[src/assert_macros.svh]
// Assertion helpers, included by wifi_contention_backoff.sv.
`ifndef ASSERT_MACROS_SVH
`define ASSERT_MACROS_SVH

// Same-cycle implication, checked on every rising clock edge outside reset.
`define ASSERT_IMPL(label, ante, cons, msg) \
    label: assert property (@(posedge i_clk) disable iff (!i_rst_n) (ante) |-> (cons)) \
        else $error(msg);

// Next-cycle implication, checked on every rising clock edge outside reset.
`define ASSERT_NEXT(label, ante, cons, msg) \
    label: assert property (@(posedge i_clk) disable iff (!i_rst_n) (ante) |=> (cons)) \
        else $error(msg);

`endif

[src/wcb_pkg.sv]
package wcb_pkg;

    // Field widths
    localparam int TIME_BITS  = 48;
    localparam int CW_BITS    = 10;
    localparam int SLOT_W     = 24;
    localparam int RETRY_W    = 4;
    localparam int REQ_W      = 3;
    localparam int CFG_ADDR_W = 3;
    localparam int CFG_DATA_W = SLOT_W;

    // Derived arithmetic widths
    localparam int PROD_W     = CW_BITS + SLOT_W;
    localparam int WAIT_W     = PROD_W + 1;
    localparam int SUM_W      = ((TIME_BITS > WAIT_W) ? TIME_BITS : WAIT_W) + 1;
    localparam int CW_SHIFT_W = CW_BITS + 1 + (2 ** RETRY_W) - 1;
    localparam int DIV_CNT_W  = $clog2(TIME_BITS);

    // Input transfer layout (tdata, lowest bit first)
    localparam int IN_MFREE_LSB = 0;
    localparam int IN_NOW_LSB   = IN_MFREE_LSB + 1;
    localparam int IN_RETRY_LSB = IN_NOW_LSB + TIME_BITS;
    localparam int IN_RAND_LSB  = IN_RETRY_LSB + RETRY_W;
    localparam int IN_BITS      = IN_RAND_LSB + CW_BITS;
    localparam int IN_DATA_W    = ((IN_BITS + 7) / 8) * 8;

    // Output transfer layout (tdata, lowest bit first)
    localparam int OUT_ST_LSB     = 0;
    localparam int OUT_GRANT_BIT  = OUT_ST_LSB + 2;
    localparam int OUT_COLL_BIT   = OUT_GRANT_BIT + 1;
    localparam int OUT_CANCEL_BIT = OUT_COLL_BIT + 1;
    localparam int OUT_SCHED_BIT  = OUT_CANCEL_BIT + 1;
    localparam int OUT_TIME_LSB   = OUT_SCHED_BIT + 1;
    localparam int OUT_SLOTS_LSB  = OUT_TIME_LSB + TIME_BITS;
    localparam int OUT_BITS       = OUT_SLOTS_LSB + CW_BITS;
    localparam int OUT_DATA_W     = ((OUT_BITS + 7) / 8) * 8;

    // Configuration register indexes
    typedef enum logic [CFG_ADDR_W-1:0] {
        CFG_IFS    = 3'd0,
        CFG_EIFS   = 3'd1,
        CFG_SLOT   = 3'd2,
        CFG_CW_MIN = 3'd3,
        CFG_CW_MAX = 3'd4,
        CFG_CREDIT = 3'd5
    } t_cfg_idx;

    // Event codes
    typedef enum logic [REQ_W-1:0] {
        REQ_START   = 3'd0,
        REQ_MEDIUM  = 3'd1,
        REQ_CORRUPT = 3'd2,
        REQ_GRANT   = 3'd3,
        REQ_COLL    = 3'd4,
        REQ_RELEASE = 3'd5
    } t_req;

    // Contention states
    typedef enum logic [1:0] {
        MAC_IDLE  = 2'd0,
        MAC_DEFER = 2'd1,
        MAC_IFSBO = 2'd2,
        MAC_OWN   = 2'd3
    } t_mac_state;

    // One result transfer
    typedef struct packed {
        t_mac_state           mac_st;
        logic                 granted;
        logic                 coll;
        logic                 cancel;
        logic                 sched;
        logic [TIME_BITS-1:0] sched_time;
        logic [CW_BITS-1:0]   slots;
        logic                 err;
    } t_result;

    // Divider handshake toward the sequencer
    typedef struct packed {
        logic busy;
        logic done;
    } t_div_status;

    // Time sum that saturates at all ones
    function automatic logic [TIME_BITS-1:0] sat_add(input logic [TIME_BITS-1:0] a,
                                                     input logic [WAIT_W-1:0] b);
        logic [SUM_W-1:0] s;
        s = SUM_W'(a) + SUM_W'(b);
        if (s[SUM_W-1:TIME_BITS] != '0) begin
            return '1;
        end
        return s[TIME_BITS-1:0];
    endfunction

endpackage

[src/wcb_div.sv]
// Restoring divider, one quotient bit per cycle
module wcb_div (
    input  logic                          i_clk,
    input  logic                          i_rst_n,
    input  logic                          i_start,
    input  logic [wcb_pkg::TIME_BITS-1:0] i_dividend,
    input  logic [wcb_pkg::SLOT_W-1:0]    i_divisor,
    output wcb_pkg::t_div_status          o_status,
    output logic [wcb_pkg::TIME_BITS-1:0] o_quot,
    output logic [wcb_pkg::SLOT_W-1:0]    o_rem
);

    logic                          r_busy;
    logic                          r_done;
    logic [wcb_pkg::DIV_CNT_W-1:0] r_cnt;
    logic [wcb_pkg::TIME_BITS-1:0] r_quot;
    logic [wcb_pkg::SLOT_W-1:0]    r_rem;
    logic [wcb_pkg::SLOT_W-1:0]    r_divisor;

    logic [wcb_pkg::SLOT_W:0]      w_shifted;
    logic [wcb_pkg::SLOT_W+1:0]    w_diff;

    // Shift in the next dividend bit and try the subtraction
    assign w_shifted = {r_rem, r_quot[wcb_pkg::TIME_BITS-1]};
    assign w_diff    = {1'b0, w_shifted} - {2'b00, r_divisor};

    // Control
    always_ff @(posedge i_clk) begin
        if (!i_rst_n) begin
            r_busy <= 1'b0;
            r_done <= 1'b0;
            r_cnt  <= '0;
        end else begin
            r_done <= 1'b0;
            if (i_start) begin
                r_busy <= 1'b1;
                r_cnt  <= wcb_pkg::DIV_CNT_W'(wcb_pkg::TIME_BITS - 1);
            end else if (r_busy) begin
                r_cnt <= r_cnt - 1'b1;
                if (r_cnt == '0) begin
                    r_busy <= 1'b0;
                    r_done <= 1'b1;
                end
            end
        end
    end

    // Datapath
    always_ff @(posedge i_clk) begin
        if (i_start) begin
            r_quot    <= i_dividend;
            r_rem     <= '0;
            r_divisor <= i_divisor;
        end else if (r_busy) begin
            if (!w_diff[wcb_pkg::SLOT_W+1]) begin
                r_rem  <= w_diff[wcb_pkg::SLOT_W-1:0];
                r_quot <= {r_quot[wcb_pkg::TIME_BITS-2:0], 1'b1};
            end else begin
                r_rem  <= w_shifted[wcb_pkg::SLOT_W-1:0];
                r_quot <= {r_quot[wcb_pkg::TIME_BITS-2:0], 1'b0};
            end
        end
    end

    assign o_status.busy = r_busy;
    assign o_status.done = r_done;
    assign o_quot        = r_quot;
    assign o_rem         = r_rem;

endmodule

[src/wifi_contention_backoff.sv]
// Medium-change and corrupted-frame events that only update state, and grant, collision
//   and release events: decoded in S_DECODE, result registered from S_DONE.
// Backoff draw on start: 48-step divide in S_MOD, then, if the medium is free,
//   4 planning steps; backoff freeze on medium busy: 48-step divide in S_FRZ_DIV.
// One event in flight at a time; the shared bit-serial divider sets the rate.
// Reset (synchronous, i_rst_n low): registers to defaults, idle, medium free.
`include "assert_macros.svh"

module wifi_contention_backoff (
    input  logic                               i_clk,
    input  logic                               i_rst_n,
    // Configuration writes
    input  logic                               i_cfg_we,
    input  logic [wcb_pkg::CFG_ADDR_W-1:0]     i_cfg_addr,
    input  logic [wcb_pkg::CFG_DATA_W-1:0]     i_cfg_wdata,
    // Events
    input  logic                               s_axis_tvalid,
    output logic                               s_axis_tready,
    // medium_free, now_time, retry_count, rand_value, zero pad
    input  logic [wcb_pkg::IN_DATA_W-1:0]      s_axis_tdata,
    // req_type
    input  logic [wcb_pkg::REQ_W-1:0]          s_axis_tuser,
    // Results
    output logic                               m_axis_tvalid,
    input  logic                               m_axis_tready,
    // fsm_state, access_granted, collision_report, cancel_request,
    // schedule_request, schedule_time, slots_left
    output logic [wcb_pkg::OUT_DATA_W-1:0]     m_axis_tdata,
    // event_error
    output logic                               m_axis_tuser
);

    typedef enum logic [9:0] {
        S_IDLE      = 10'b00_0000_0001,
        S_DECODE    = 10'b00_0000_0010,
        S_MOD       = 10'b00_0000_0100,
        S_PLAN_EIFS = 10'b00_0000_1000,
        S_PLAN_SUM  = 10'b00_0001_0000,
        S_PLAN_CRED = 10'b00_0010_0000,
        S_PLAN_TIME = 10'b00_0100_0000,
        S_FRZ_REM   = 10'b00_1000_0000,
        S_FRZ_DIV   = 10'b01_0000_0000,
        S_DONE      = 10'b10_0000_0000
    } t_seq_state;

    t_seq_state r_state;

    // Configuration
    logic [wcb_pkg::SLOT_W-1:0]    r_ifs;
    logic [wcb_pkg::SLOT_W-1:0]    r_eifs;
    logic [wcb_pkg::SLOT_W-1:0]    r_slot;
    logic [wcb_pkg::CW_BITS-1:0]   r_cw_min;
    logic [wcb_pkg::CW_BITS-1:0]   r_cw_max;
    logic                          r_credit;

    // Contention state
    wcb_pkg::t_mac_state           r_mac_st;
    logic                          r_med_free;
    logic [wcb_pkg::CW_BITS-1:0]   r_backoff;
    logic [wcb_pkg::RETRY_W-1:0]   r_retries;
    logic [wcb_pkg::TIME_BITS-1:0] r_eifs_end;
    logic [wcb_pkg::TIME_BITS-1:0] r_last_busy;
    logic [wcb_pkg::TIME_BITS-1:0] r_planned;

    // Current event
    wcb_pkg::t_req                 r_req;
    logic                          r_ev_mfree;
    logic [wcb_pkg::TIME_BITS-1:0] r_now;
    logic [wcb_pkg::RETRY_W-1:0]   r_ev_retry;
    logic [wcb_pkg::CW_BITS-1:0]   r_ev_rnd;

    // Planning temporaries
    logic                          r_use_eifs;
    logic [wcb_pkg::PROD_W-1:0]    r_prod;
    logic [wcb_pkg::TIME_BITS-1:0] r_elapsed;
    logic [wcb_pkg::WAIT_W-1:0]    r_wait;

    // Result being built and result on the output
    wcb_pkg::t_result              r_res;
    wcb_pkg::t_result              r_out;
    logic                          r_out_valid;

    // Divider connections
    logic                          w_div_start;
    logic [wcb_pkg::TIME_BITS-1:0] w_div_dividend;
    logic [wcb_pkg::SLOT_W-1:0]    w_div_divisor;
    wcb_pkg::t_div_status          w_div_status;
    logic [wcb_pkg::TIME_BITS-1:0] w_div_quot;
    logic [wcb_pkg::SLOT_W-1:0]    w_div_rem;

    logic                          w_in_xfer;
    logic                          w_out_free;
    logic                          w_start_ok;
    logic [wcb_pkg::CW_SHIFT_W-1:0] w_cw_full;
    logic [wcb_pkg::CW_BITS-1:0]   w_cw;
    logic [wcb_pkg::TIME_BITS-1:0] w_rem_time;
    logic [wcb_pkg::TIME_BITS:0]   w_ceil;

    assign w_in_xfer  = s_axis_tvalid && s_axis_tready;
    assign w_out_free = !r_out_valid || m_axis_tready;
    assign w_start_ok = (r_req == wcb_pkg::REQ_START) && (r_mac_st == wcb_pkg::MAC_IDLE);

    // Contention window: ((cw_min+1) << retry) - 1, capped at cw_max
    assign w_cw_full = (wcb_pkg::CW_SHIFT_W'(r_cw_min) + 1'b1) << r_ev_retry;
    always_comb begin
        if ((w_cw_full - 1'b1) > wcb_pkg::CW_SHIFT_W'(r_cw_max)) begin
            w_cw = r_cw_max;
        end else begin
            w_cw = wcb_pkg::CW_BITS'(w_cw_full - 1'b1);
        end
    end

    // Remaining time until the planned transfer, floored at zero
    assign w_rem_time = (r_planned > r_now) ? (r_planned - r_now) : '0;

    // Shared divider: backoff draw on start, slot count on freeze
    assign w_div_start    = ((r_state == S_DECODE) && w_start_ok) || (r_state == S_FRZ_REM);
    assign w_div_dividend = (r_state == S_FRZ_REM) ? w_rem_time
                                                   : wcb_pkg::TIME_BITS'(r_ev_rnd);
    assign w_div_divisor  = (r_state == S_FRZ_REM) ? r_slot
                                                   : wcb_pkg::SLOT_W'({1'b0, w_cw} + 1'b1);

    wcb_div u_div (
        .i_clk      (i_clk),
        .i_rst_n    (i_rst_n),
        .i_start    (w_div_start),
        .i_dividend (w_div_dividend),
        .i_divisor  (w_div_divisor),
        .o_status   (w_div_status),
        .o_quot     (w_div_quot),
        .o_rem      (w_div_rem)
    );

    // Ceiling of the quotient
    assign w_ceil = (wcb_pkg::TIME_BITS+1)'(w_div_quot)
                  + (wcb_pkg::TIME_BITS+1)'(w_div_rem != '0);

    // Latch the event on input transfer
    always_ff @(posedge i_clk) begin
        if (w_in_xfer) begin
            r_req      <= wcb_pkg::t_req'(s_axis_tuser);
            r_ev_mfree <= s_axis_tdata[wcb_pkg::IN_MFREE_LSB];
            r_now      <= s_axis_tdata[wcb_pkg::IN_NOW_LSB +: wcb_pkg::TIME_BITS];
            r_ev_retry <= s_axis_tdata[wcb_pkg::IN_RETRY_LSB +: wcb_pkg::RETRY_W];
            r_ev_rnd   <= s_axis_tdata[wcb_pkg::IN_RAND_LSB +: wcb_pkg::CW_BITS];
        end
    end

    // Planning datapath: one wide step per state
    always_ff @(posedge i_clk) begin
        unique case (r_state)
            S_PLAN_EIFS: begin
                r_use_eifs <= r_eifs_end > wcb_pkg::sat_add(r_now, wcb_pkg::WAIT_W'(r_ifs));
                r_prod     <= wcb_pkg::PROD_W'(r_backoff) * wcb_pkg::PROD_W'(r_slot);
                r_elapsed  <= (r_now >= r_last_busy) ? (r_now - r_last_busy) : '0;
            end
            S_PLAN_SUM: begin
                r_wait <= wcb_pkg::WAIT_W'(r_use_eifs ? r_eifs : r_ifs)
                        + wcb_pkg::WAIT_W'(r_prod);
            end
            S_PLAN_CRED: begin
                if (r_credit && (r_retries == '0)) begin
                    if (wcb_pkg::SUM_W'(r_elapsed) > wcb_pkg::SUM_W'(r_wait)) begin
                        r_wait <= '0;
                    end else begin
                        r_wait <= r_wait - wcb_pkg::WAIT_W'(r_elapsed);
                    end
                end
            end
            default: begin
            end
        endcase
    end

    // Output register
    always_ff @(posedge i_clk) begin
        if ((r_state == S_DONE) && w_out_free) begin
            r_out        <= r_res;
            r_out.mac_st <= r_mac_st;
            r_out.slots  <= r_backoff;
        end
    end

    // Sequencer, configuration and contention state
    always_ff @(posedge i_clk) begin
        if (!i_rst_n) begin
            r_state     <= S_IDLE;
            r_out_valid <= 1'b0;
            r_ifs       <= wcb_pkg::SLOT_W'(34000);
            r_eifs      <= wcb_pkg::SLOT_W'(94000);
            r_slot      <= wcb_pkg::SLOT_W'(9000);
            r_cw_min    <= wcb_pkg::CW_BITS'(15);
            r_cw_max    <= '1;
            r_credit    <= 1'b0;
            r_mac_st    <= wcb_pkg::MAC_IDLE;
            r_med_free  <= 1'b1;
            r_backoff   <= '0;
            r_retries   <= '0;
            r_eifs_end  <= '0;
            r_last_busy <= '0;
            r_planned   <= '0;
            r_res       <= '0;
        end else begin
            // Configuration writes
            if (i_cfg_we) begin
                unique case (wcb_pkg::t_cfg_idx'(i_cfg_addr))
                    wcb_pkg::CFG_IFS:    r_ifs    <= i_cfg_wdata;
                    wcb_pkg::CFG_EIFS:   r_eifs   <= i_cfg_wdata;
                    wcb_pkg::CFG_SLOT:   r_slot   <= i_cfg_wdata;
                    wcb_pkg::CFG_CW_MIN: r_cw_min <= i_cfg_wdata[wcb_pkg::CW_BITS-1:0];
                    wcb_pkg::CFG_CW_MAX: r_cw_max <= i_cfg_wdata[wcb_pkg::CW_BITS-1:0];
                    wcb_pkg::CFG_CREDIT: r_credit <= i_cfg_wdata[0];
                    default: begin
                    end
                endcase
            end

            // Drop the output once taken
            if ((r_state == S_DONE) && w_out_free) begin
                r_out_valid <= 1'b1;
            end else if (m_axis_tready) begin
                r_out_valid <= 1'b0;
            end

            unique case (r_state)
                S_IDLE: begin
                    if (w_in_xfer) begin
                        r_state <= S_DECODE;
                    end
                end

                S_DECODE: begin
                    r_res   <= '0;
                    r_state <= S_DONE;
                    unique case (r_req)
                        wcb_pkg::REQ_START: begin
                            if (r_mac_st == wcb_pkg::MAC_IDLE) begin
                                r_retries <= r_ev_retry;
                                r_state   <= S_MOD;
                            end else begin
                                r_res.err <= 1'b1;
                            end
                        end
                        wcb_pkg::REQ_MEDIUM: begin
                            r_med_free  <= r_ev_mfree;
                            r_last_busy <= r_now;
                            if (r_mac_st == wcb_pkg::MAC_DEFER) begin
                                if (r_ev_mfree) begin
                                    r_mac_st <= wcb_pkg::MAC_IFSBO;
                                    r_state  <= S_PLAN_EIFS;
                                end else begin
                                    r_res.err <= 1'b1;
                                end
                            end else if (r_mac_st == wcb_pkg::MAC_IFSBO) begin
                                if (!r_ev_mfree) begin
                                    r_res.cancel <= 1'b1;
                                    r_mac_st     <= wcb_pkg::MAC_DEFER;
                                    if (r_slot != '0) begin
                                        r_state <= S_FRZ_REM;
                                    end
                                end else begin
                                    r_res.err <= 1'b1;
                                end
                            end
                        end
                        wcb_pkg::REQ_CORRUPT: begin
                            if (r_mac_st == wcb_pkg::MAC_DEFER) begin
                                r_eifs_end <= wcb_pkg::sat_add(r_now,
                                                               wcb_pkg::WAIT_W'(r_eifs));
                            end else if (r_mac_st == wcb_pkg::MAC_IFSBO) begin
                                r_eifs_end   <= wcb_pkg::sat_add(r_now,
                                                                 wcb_pkg::WAIT_W'(r_eifs));
                                r_res.cancel <= 1'b1;
                                r_state      <= S_PLAN_EIFS;
                            end else if (r_mac_st == wcb_pkg::MAC_OWN) begin
                                r_res.err <= 1'b1;
                            end
                        end
                        wcb_pkg::REQ_GRANT: begin
                            if (r_mac_st == wcb_pkg::MAC_IFSBO) begin
                                r_mac_st      <= wcb_pkg::MAC_OWN;
                                r_res.granted <= 1'b1;
                            end else begin
                                r_res.err <= 1'b1;
                            end
                        end
                        wcb_pkg::REQ_COLL: begin
                            if (r_mac_st == wcb_pkg::MAC_IFSBO) begin
                                r_mac_st   <= wcb_pkg::MAC_IDLE;
                                r_res.coll <= 1'b1;
                            end else begin
                                r_res.err <= 1'b1;
                            end
                        end
                        wcb_pkg::REQ_RELEASE: begin
                            if (r_mac_st == wcb_pkg::MAC_OWN) begin
                                r_mac_st <= wcb_pkg::MAC_IDLE;
                            end else if (r_mac_st != wcb_pkg::MAC_IDLE) begin
                                r_res.err <= 1'b1;
                            end
                        end
                        default: begin
                            r_res.err <= 1'b1;
                        end
                    endcase
                end

                // Backoff draw finished: plan now or wait for the medium
                S_MOD: begin
                    if (w_div_status.done) begin
                        r_backoff <= w_div_rem[wcb_pkg::CW_BITS-1:0];
                        if (r_med_free) begin
                            r_mac_st <= wcb_pkg::MAC_IFSBO;
                            r_state  <= S_PLAN_EIFS;
                        end else begin
                            r_mac_st <= wcb_pkg::MAC_DEFER;
                            r_state  <= S_DONE;
                        end
                    end
                end

                S_PLAN_EIFS: r_state <= S_PLAN_SUM;
                S_PLAN_SUM:  r_state <= S_PLAN_CRED;
                S_PLAN_CRED: r_state <= S_PLAN_TIME;

                // Commit the planned transmit time
                S_PLAN_TIME: begin
                    r_planned        <= wcb_pkg::sat_add(r_now, r_wait);
                    r_res.sched      <= 1'b1;
                    r_res.sched_time <= wcb_pkg::sat_add(r_now, r_wait);
                    r_state          <= S_DONE;
                end

                S_FRZ_REM: r_state <= S_FRZ_DIV;

                // Freeze: backoff only ever shrinks
                S_FRZ_DIV: begin
                    if (w_div_status.done) begin
                        if (w_ceil < (wcb_pkg::TIME_BITS+1)'(r_backoff)) begin
                            r_backoff <= w_ceil[wcb_pkg::CW_BITS-1:0];
                        end
                        r_state <= S_DONE;
                    end
                end

                // Hold until the output register is free
                S_DONE: begin
                    if (w_out_free) begin
                        r_state <= S_IDLE;
                    end
                end

                default: r_state <= S_IDLE;
            endcase
        end
    end

    // Ports
    assign s_axis_tready = (r_state == S_IDLE);
    assign m_axis_tvalid = r_out_valid;
    assign m_axis_tuser  = r_out.err;

    always_comb begin
        m_axis_tdata = '0;
        m_axis_tdata[wcb_pkg::OUT_ST_LSB +: 2]                    = r_out.mac_st;
        m_axis_tdata[wcb_pkg::OUT_GRANT_BIT]                      = r_out.granted;
        m_axis_tdata[wcb_pkg::OUT_COLL_BIT]                       = r_out.coll;
        m_axis_tdata[wcb_pkg::OUT_CANCEL_BIT]                     = r_out.cancel;
        m_axis_tdata[wcb_pkg::OUT_SCHED_BIT]                      = r_out.sched;
        m_axis_tdata[wcb_pkg::OUT_TIME_LSB +: wcb_pkg::TIME_BITS] = r_out.sched_time;
        m_axis_tdata[wcb_pkg::OUT_SLOTS_LSB +: wcb_pkg::CW_BITS]  = r_out.slots;
    end

    // Checks
    `ASSERT_NEXT(a_accept_decode, w_in_xfer, r_state == S_DECODE, "accepted event not decoded")
    `ASSERT_IMPL(a_err_no_sched, m_axis_tvalid && m_axis_tuser, !m_axis_tdata[wcb_pkg::OUT_SCHED_BIT], "error result carries a schedule")
    `ASSERT_IMPL(a_grant_own, m_axis_tvalid && m_axis_tdata[wcb_pkg::OUT_GRANT_BIT], m_axis_tdata[wcb_pkg::OUT_ST_LSB +: 2] == wcb_pkg::MAC_OWN, "grant without owning state")
    `ASSERT_IMPL(a_div_done_state, w_div_status.done, (r_state == S_MOD) || (r_state == S_FRZ_DIV), "divider finished outside a divide step")

endmodule
[config.mk]
export PLATFORM = sky130hd
export DESIGN_NAME = wifi_contention_backoff
export DESIGN_NICKNAME = d
export VERILOG_FILES = /design/src/wcb_pkg.sv /design/src/wcb_div.sv /design/src/wifi_contention_backoff.sv
export VERILOG_INCLUDE_DIRS = /design/src /design/src/src
export SDC_FILE = /design/constraint.sdc
export NUM_CORES = 2
export LEC_CHECK = 0
export ABC_AREA = 1
export BUFFER_PORTS_ARGS = -buffer_cell sky130_fd_sc_hd__buf_2
export CORE_MARGIN = 3
export CORE_UTILIZATION = 59
export CTS_BUF_LIST = sky130_fd_sc_hd__clkbuf_16
export DETAILED_ROUTE_END_ITERATION = 12
export GPL_TIMING_DRIVEN = 0
export PLACE_DENSITY = 0.76
export SETUP_SLACK_MARGIN = 0.3
export SYNTH_ARGS = -nofsm -noshare
export SYNTH_HDL_FRONTEND = slang
export SYNTH_SLANG_ARGS = --single-unit
[constraint.sdc]
create_clock -name i_clk -period 6.6 [get_ports i_clk]
set_input_delay 1.32 -clock i_clk [delete_from_list [all_inputs] [get_ports i_clk]]
set_output_delay 1.32 -clock i_clk [all_outputs]
set_load 0.03 [all_outputs]
Word-level counts from Yosys, hierarchy flattened
Index checks and enable logic that the tools add are counted.
Storage, ports and cells
  bits of input ports: 99
  output and inout port bits: 67
  logic and storage cells: 238
  flip-flop bits (word level): 671
Cells by class
  shift operators: 1
  multiplexer cells: 95
  $add $sub $neg: 13
  $mul: 1
  bitwise gates (word level): 2
  equal/unequal tests: 36
  magnitude comparators: 6
  reductions and logical operators: 39
Operators by type and width (number)
  $mux W48: 14
  $mux W10: 17
  $pmux W10 S10: 1
  $add A48 B24 Y49: 2
  $pmux W49 S2: 1
  $gt A48 B48 Y1: 2
  $sub A48 B48 Y48: 2
  $mux W24: 3
  $mux W35: 2
  $pmux W35 S2: 1
  $add A48 B1 Y49: 1
  $add A48 B35 Y49: 1
  $lt A49 B10 Y1: 1
  $ge A48 B48 Y1: 1
  $gt A48 B35 Y1: 1
  $reduce_bool A24 Y1: 2
  $mux W1: 39
  $add A24 B34 Y35: 1
  $sub A35 B35 Y35: 1
  $mul A10 B24 Y34: 1
  $pmux W10 S3: 1
  $gt A26 B10 Y1: 1
  $shl A11 B4 Y26: 1
  $sub A25 B24 Y26: 1
  45 further kinds: 95

Longest topological paths before layout
  depth after elaboration: 10
  depth in mapped cells: 39

Hierarchy
Synthesis repeated with hierarchy kept, for this count alone.
Second synthesis, totals
  cells, all modules: 7147
  area, all modules: 52982.1 um^2
Modules (own cells, without submodules)
  wifi_contention_backoff: instances 1, area an instance 46809.9 um^2, cells each 6310, sequential area each 13843.3 um^2
  wcb_div: instances 1, area an instance 6172.2 um^2, cells each 837, sequential area each 2802.7 um^2

Worst setup path before layout
OpenSTA, ideal clock, no wires.
  kind: reg-to-reg
  start: reg r_backoff[3] in the netlist's numbering
  end: reg r_prod[32] in the netlist's numbering, data pin
  setup slack: 0.807 ns
  stages on the path, launching flop included: 28
  arrival: 5.528 ns
  required time: 6.335 ns
  period minus slack after synthesis: 5.793 ns
  cells stage by stage: dfxtp_1 clkbuf_1 clkbuf_1 nand2_1 fa_1 inv_1 fa_1 ha_1 inv_1 fa_1 inv_1 fa_1 ha_1 nand2_1 o21ai_0 nand3_1 nand2_1 nand2_1 nand2_1 a21oi_1 o21ai_0 a21oi_1 inv_1 a21oi_1 o21ai_0 inv_1 o211ai_1 xor2_1
On the way
  word-level cells in the longest chain between the ends: 1
RTL lines
  start, declared: RTL line wifi_contention_backoff.sv:59  | logic [wcb_pkg::CW_BITS-1:0] r_backoff;
  start signal, assigned: RTL line wifi_contention_backoff.sv:311  | r_backoff <= w_div_rem[wcb_pkg::CW_BITS-1:0];
  start signal, assigned: RTL line wifi_contention_backoff.sv:340  | r_backoff <= w_ceil[wcb_pkg::CW_BITS-1:0];
  $mul A10 B24 Y34: RTL line wifi_contention_backoff.sv:154  | r_prod <= wcb_pkg::PROD_W'(r_backoff) * wcb_pkg::PROD_W'(r_slot);
  end signal, assigned: RTL line wifi_contention_backoff.sv:154
  end, declared: RTL line wifi_contention_backoff.sv:74  | logic [wcb_pkg::PROD_W-1:0] r_prod;
Every way passes these cells.
A chain may end at the register's enable or synchronous reset.

Worst setup path after layout
  start: reg r_slot[5] in the netlist's numbering
  end: reg r_prod[33] in the netlist's numbering, data pin
On the way
  word-level cells in the longest chain between the ends: 1
RTL lines
  start, declared: RTL line wifi_contention_backoff.sv:51  | logic [wcb_pkg::SLOT_W-1:0] r_slot;
  start signal, assigned: RTL line wifi_contention_backoff.sv:191  | r_slot <= wcb_pkg::SLOT_W'(9000);
  start signal, assigned: RTL line wifi_contention_backoff.sv:209  | wcb_pkg::CFG_SLOT: r_slot <= i_cfg_wdata;
  $mul A10 B24 Y34: RTL line wifi_contention_backoff.sv:154
Every way passes these cells.

==> impl_metrics.env <==
export IMPL_path_clk_slew_ns=0.06
export IMPL_critPathArrivalTime_ns=6.48
export IMPL_dieArea_mm2=0.0909
export IMPL_clock_fmax_ghz=0.164
export IMPL_worstSkewPairLatency_ns=0.66
export IMPL_floorplan_core_area_mm2=0.0858
export IMPL_clockRootBuffer="clkbuf_16"
export IMPL_worst_path_max_delay_cell="fa_1"
export IMPL_synthSimpleGateAreaFrac_pct=20.1
export IMPL_crit_type="register to register"
export IMPL_worst_path_max_fanout=10
export IMPL_die_height_um=302
export IMPL_place_detailed_hpwl_um=139000
export IMPL_drtIter0Drc=4757
export IMPL_synth_mux_area_share_pct=0
export IMPL_power_share_switching_pct=34.5
export IMPL_grt_pass1_wl_um=261000
export IMPL_ys_ff_latch=671
export IMPL_final_max_slew_violation_count=0
export IMPL_finalClockSkew_ns=0.0198
export IMPL_clock_tree_htree_level_count=3
export IMPL_synthXorXnorAreaFrac_pct=5.01
export IMPL_vias=48300
export IMPL_pwr_share_comb_pct=25.6
export IMPL_synth_top_family_by_area="simple AND/OR/NAND/NOR gates"
export IMPL_place_gp_congestion=1.01
export IMPL_antenna_found_initial=15
export IMPL_clock_tree_from_tritoncts="yes"
export IMPL_drt_antenna_violating_nets=0
export IMPL_drt_wirelength_per_cell_um=21.0
export IMPL_finalWorstPathRequiredPeriod_ns=6.08
export IMPL_period_share_pct=92.2
export IMPL_power_static_leakage_uw=0.0269
export IMPL_netlist_instances=6732
export IMPL_synth_async_reset_ratio_pct=0
export IMPL_post_route_wl_um=172000
export IMPL_post_synth_cell_area_avg_um2=7.65
export IMPL_grt_remaining_overflow=0
export IMPL_seq_power_share_pct=39.3
export IMPL_area_used_by_multi_input_combinational_logic_mm2=0.0304
export IMPL_grt_start_max_net_pins=62
export IMPL_synth_adder_area_share_pct=17.9
export IMPL_maxCapViolCount=0
export IMPL_slowest_delay_ns=0.57
export IMPL_holdCritPathClass="register to register"
export IMPL_drt_pre_antenna_iters=9
export IMPL_most_frequent_standard_cell_in_the_layout_excluding_fill_and_tap_cells="nand2_1"
export IMPL_dpl_cell_count=8048
export IMPL_ys_warn_count=0
export IMPL_slew_at_the_pin_with_the_worst_max_slew_slack_ns=1.28
export IMPL_clock_sinks=671
export IMPL_status="finished, final reports clean"
export IMPL_synth_edf_count=321
export IMPL_p_int_uw=8000
export IMPL_finalNonFillerCells=8199
export IMPL_cts_root_to_sink_buffers=3
export IMPL_floorplan_die_width_um=302
export IMPL_synthToLayoutAreaGrowth_pct=10.1
export IMPL_post_route_cells_drive_above_1_share_pct=6.38
export IMPL_postSynth_topFlopCell="dfxtp_1"
export IMPL_layout_common_cells="1375 x nand2_1, 1007 x inv_1, 688 x a21oi_1, 480 x nor2_1, 480 x o21ai_0"
export IMPL_route_detailed_drc=0
export IMPL_critPathLaunchType="register"
export IMPL_p_switching_uw=4220
export IMPL_yosysUniqueCellTypes=66
export IMPL_final_setup_viol_count=0
export IMPL_finalHoldViolations=0
export IMPL_setup_worst_path_end_class="register"
export IMPL_post_route_cell_area_mm2=0.0567
export IMPL_r2r_start="r_slot[5]"
export IMPL_hold_start="r_res[56]"
export IMPL_crit_path_cell_trace="clkbuf_2 -> nand2_1 -> fa_1 -> fa_1 -> fa_1 -> fa_1 -> inv_1 -> fa_1 -> ha_1 -> nand2_1 -> o21ai_1 -> nand2_1 -> nand2_1 -> a21oi_2 -> o21ai_1 -> a21oi_1 -> o31ai_2 -> nand3_1 -> o211ai_1 -> xor2_1"
export IMPL_n_fill_cell=7512
export IMPL_ff_latch_area_mm2=0.0166
export IMPL_timing_rr_end="r_prod[33]"
export IMPL_worst_hold_slack_ns=0.425
export IMPL_syn_area_mm2=0.0515
export IMPL_mappedNetlistNets=7458
export IMPL_number_of_global_route_vias_before_repair=46200
export IMPL_r2r_worst_path_cells=20
export IMPL_worst_slew_margin_rel_pct=14.0
export IMPL_cts_buffers_inserted=75
export IMPL_dpl_cell_area_mm2=0.0540
export IMPL_pwr_share_clk_pct=35.0
export IMPL_critPathRequiredTime_ns=6.99
export IMPL_setup_worst_path_start="r_slot[5]"
export IMPL_critPathMostFrequentCell="fa_1"
export IMPL_buffer_ports_inserted=163
export IMPL_power_per_cell_area_mw_per_mm2=215
export IMPL_worst_setup_path_endpoint="r_prod[33]"
export IMPL_grtUsageTotal_pct=37.2
export IMPL_worst_r2r_setup_slack_ns=0.52
export IMPL_largest_vdd_supply_drop_v=0.000259
export IMPL_nNetsFinal=7713
export IMPL_share_of_the_synthesized_area_in_compound_gates_ao_oa_aoi_oai_pct=15.8
export IMPL_number_of_primary_i_o_pins=166
export IMPL_unrepaired_setup_endpoints_after_global_routing="false"
export IMPL_floorplan_initialDensity_pct=60.0
export IMPL_via_per_inst=5.89
export IMPL_ys_seq_area_share_pct=32.3
export IMPL_floorplan_rows=107
==> cell families (layout without fill, tap and decap cells) <==
kind of cell,count (synthesis),in the layout
AOI/OAI and AO/OA,1489,1489
other,0,6
DFF,671,671
and+or+nand+nor,2439,2439
adders and majority gates,627,627
buffers and inverters,1211,1528
xor gates and xnor gates,295,295
==> synthesized netlist by cell type (all sizes together) (3+ instances only) <==
| cell | n | area share (%) |
|---|---|---|
| fa | 182 | 7.1 |
| o31ai | 13 | 0.19 |
| and3 | 3 | 0.036 |
| nand2 | 1390 | 10 |
| nor3b | 3 | 0.044 |
| a21o | 16 | 0.23 |
| o211ai | 45 | 0.66 |
| o311ai | 5 | 0.085 |
| o221ai | 18 | 0.31 |
| a211oi | 12 | 0.17 |
| nor3 | 94 | 0.92 |
| and2 | 4 | 0.049 |
| o22ai | 47 | 0.57 |
| nor4 | 50 | 0.62 |
| o21ai | 518 | 5.1 |
| xor2 | 178 | 3.0 |
| o2111ai | 7 | 0.12 |
| clkinv | 9 | 0.066 |
| o21a | 27 | 0.39 |
| inv | 1000 | 7.3 |
| nand3b | 8 | 0.12 |
| a31oi | 36 | 0.44 |
| xnor2 | 117 | 2.0 |
| nand3 | 312 | 3.3 |
| clkbuf | 180 | 1.3 |
| nor2 | 501 | 3.9 |
| ha | 445 | 11 |
| a2111oi | 4 | 0.068 |
| edfxtp | 321 | 19 |
| dfxtp | 350 | 14 |
| buf | 22 | 0.22 |
| a21boi | 15 | 0.22 |
| or2 | 14 | 0.17 |
| a221oi | 4 | 0.068 |
| o21bai | 16 | 0.23 |
| a21oi | 693 | 6.7 |
| nand4 | 56 | 0.68 |
==> critical path, delay by kind of cell (launching register included) <==
family	cells	cell delay (ns)
AOI/OAI and AO/OA	6	1.37
xor gates and xnor gates	1	0.09
adders and majority gates	6	2.92
buffers and inverters	2	0.41
DFF	1	0.38
and+or+nand+nor	5	0.65
==> through the flow <==
step | TNS (ns) | worst slack, ns | util (%) | total power (uW)
final | 0 | 0.516 | 66.1 | 12200
after global routing | 0 | 0.297 | 66.1 | 12700
after CTS | 0 | 0.277 | 66.0 | 12100
after detailed placement | -6.28 | -0.874 | 62.9 | 7910
after global placement | -41.52 | -0.772 | 62.7 | 7870
after floorplan | 0 | 0.807 | - | 6990
==> worst min-delay path by stage <==
stage                             to  cells past startpoint
floorplan           m_axis_tdata[54]                      0
global placement    m_axis_tdata[46]                      0
detailed placement  m_axis_tdata[32]                      0
CTS                 m_axis_tdata[61]                      0
global route        m_axis_tdata[61]                      0
finish              m_axis_tdata[51]                      0
==> what timing repair did <==
| action | 4_1_cts | 5_1_grt |
|---|---|---|
| setup buffers | 2 | 4 |
| endpoints found under the setup margin | 18 | 10 |
| hold buffers | 0 | 0 |
| resized for setup | 59 | 59 |
| pin swaps | 1 | 2 |
==> area by class of cell <==
class                      instances  area share (%)
antenna                            6          0.0265
multi-input combinational       4850            53.6
clock inverter                    62           0.977
clock buffer                      77            3.40
timing repair buffer             178            1.80
sequential                       671            29.3
tap                             1144            2.52
buffer                           202            1.63
inverter                        1009            6.69
==> sequential cells by signal, summed over array words and instances, names as in the netlist, 34 cells and up <==
signal and flops:
r_now 48, r_planned 48, r_res 53, m_axis_tdata 64
r_eifs_end 48, r_elapsed 48, r_wait 35, u_div.o_quot 48
r_last_busy 48, r_prod 34
==> power groups by stage <==
stage	clock network (uW)	registers (uW)	logic (uW)
floorplan	0	4770	2220
finish	4280	4800	3130
global route	4470	4810	3460
detailed placement	0	4880	3040
CTS	4290	4790	3070
global placement	0	4890	2970
==> metal layers <==
metal	part of all wire, %	vias to the layer above	track usage, %
met4	6.0	12	20.2
met1	40	22700	47.3
met2	45	2185	60.4
met5	0.052	-	0
li1	-	22900	-
met3	8.7	476	6.31
Note: power is estimated with default switching activity, not from simulation.
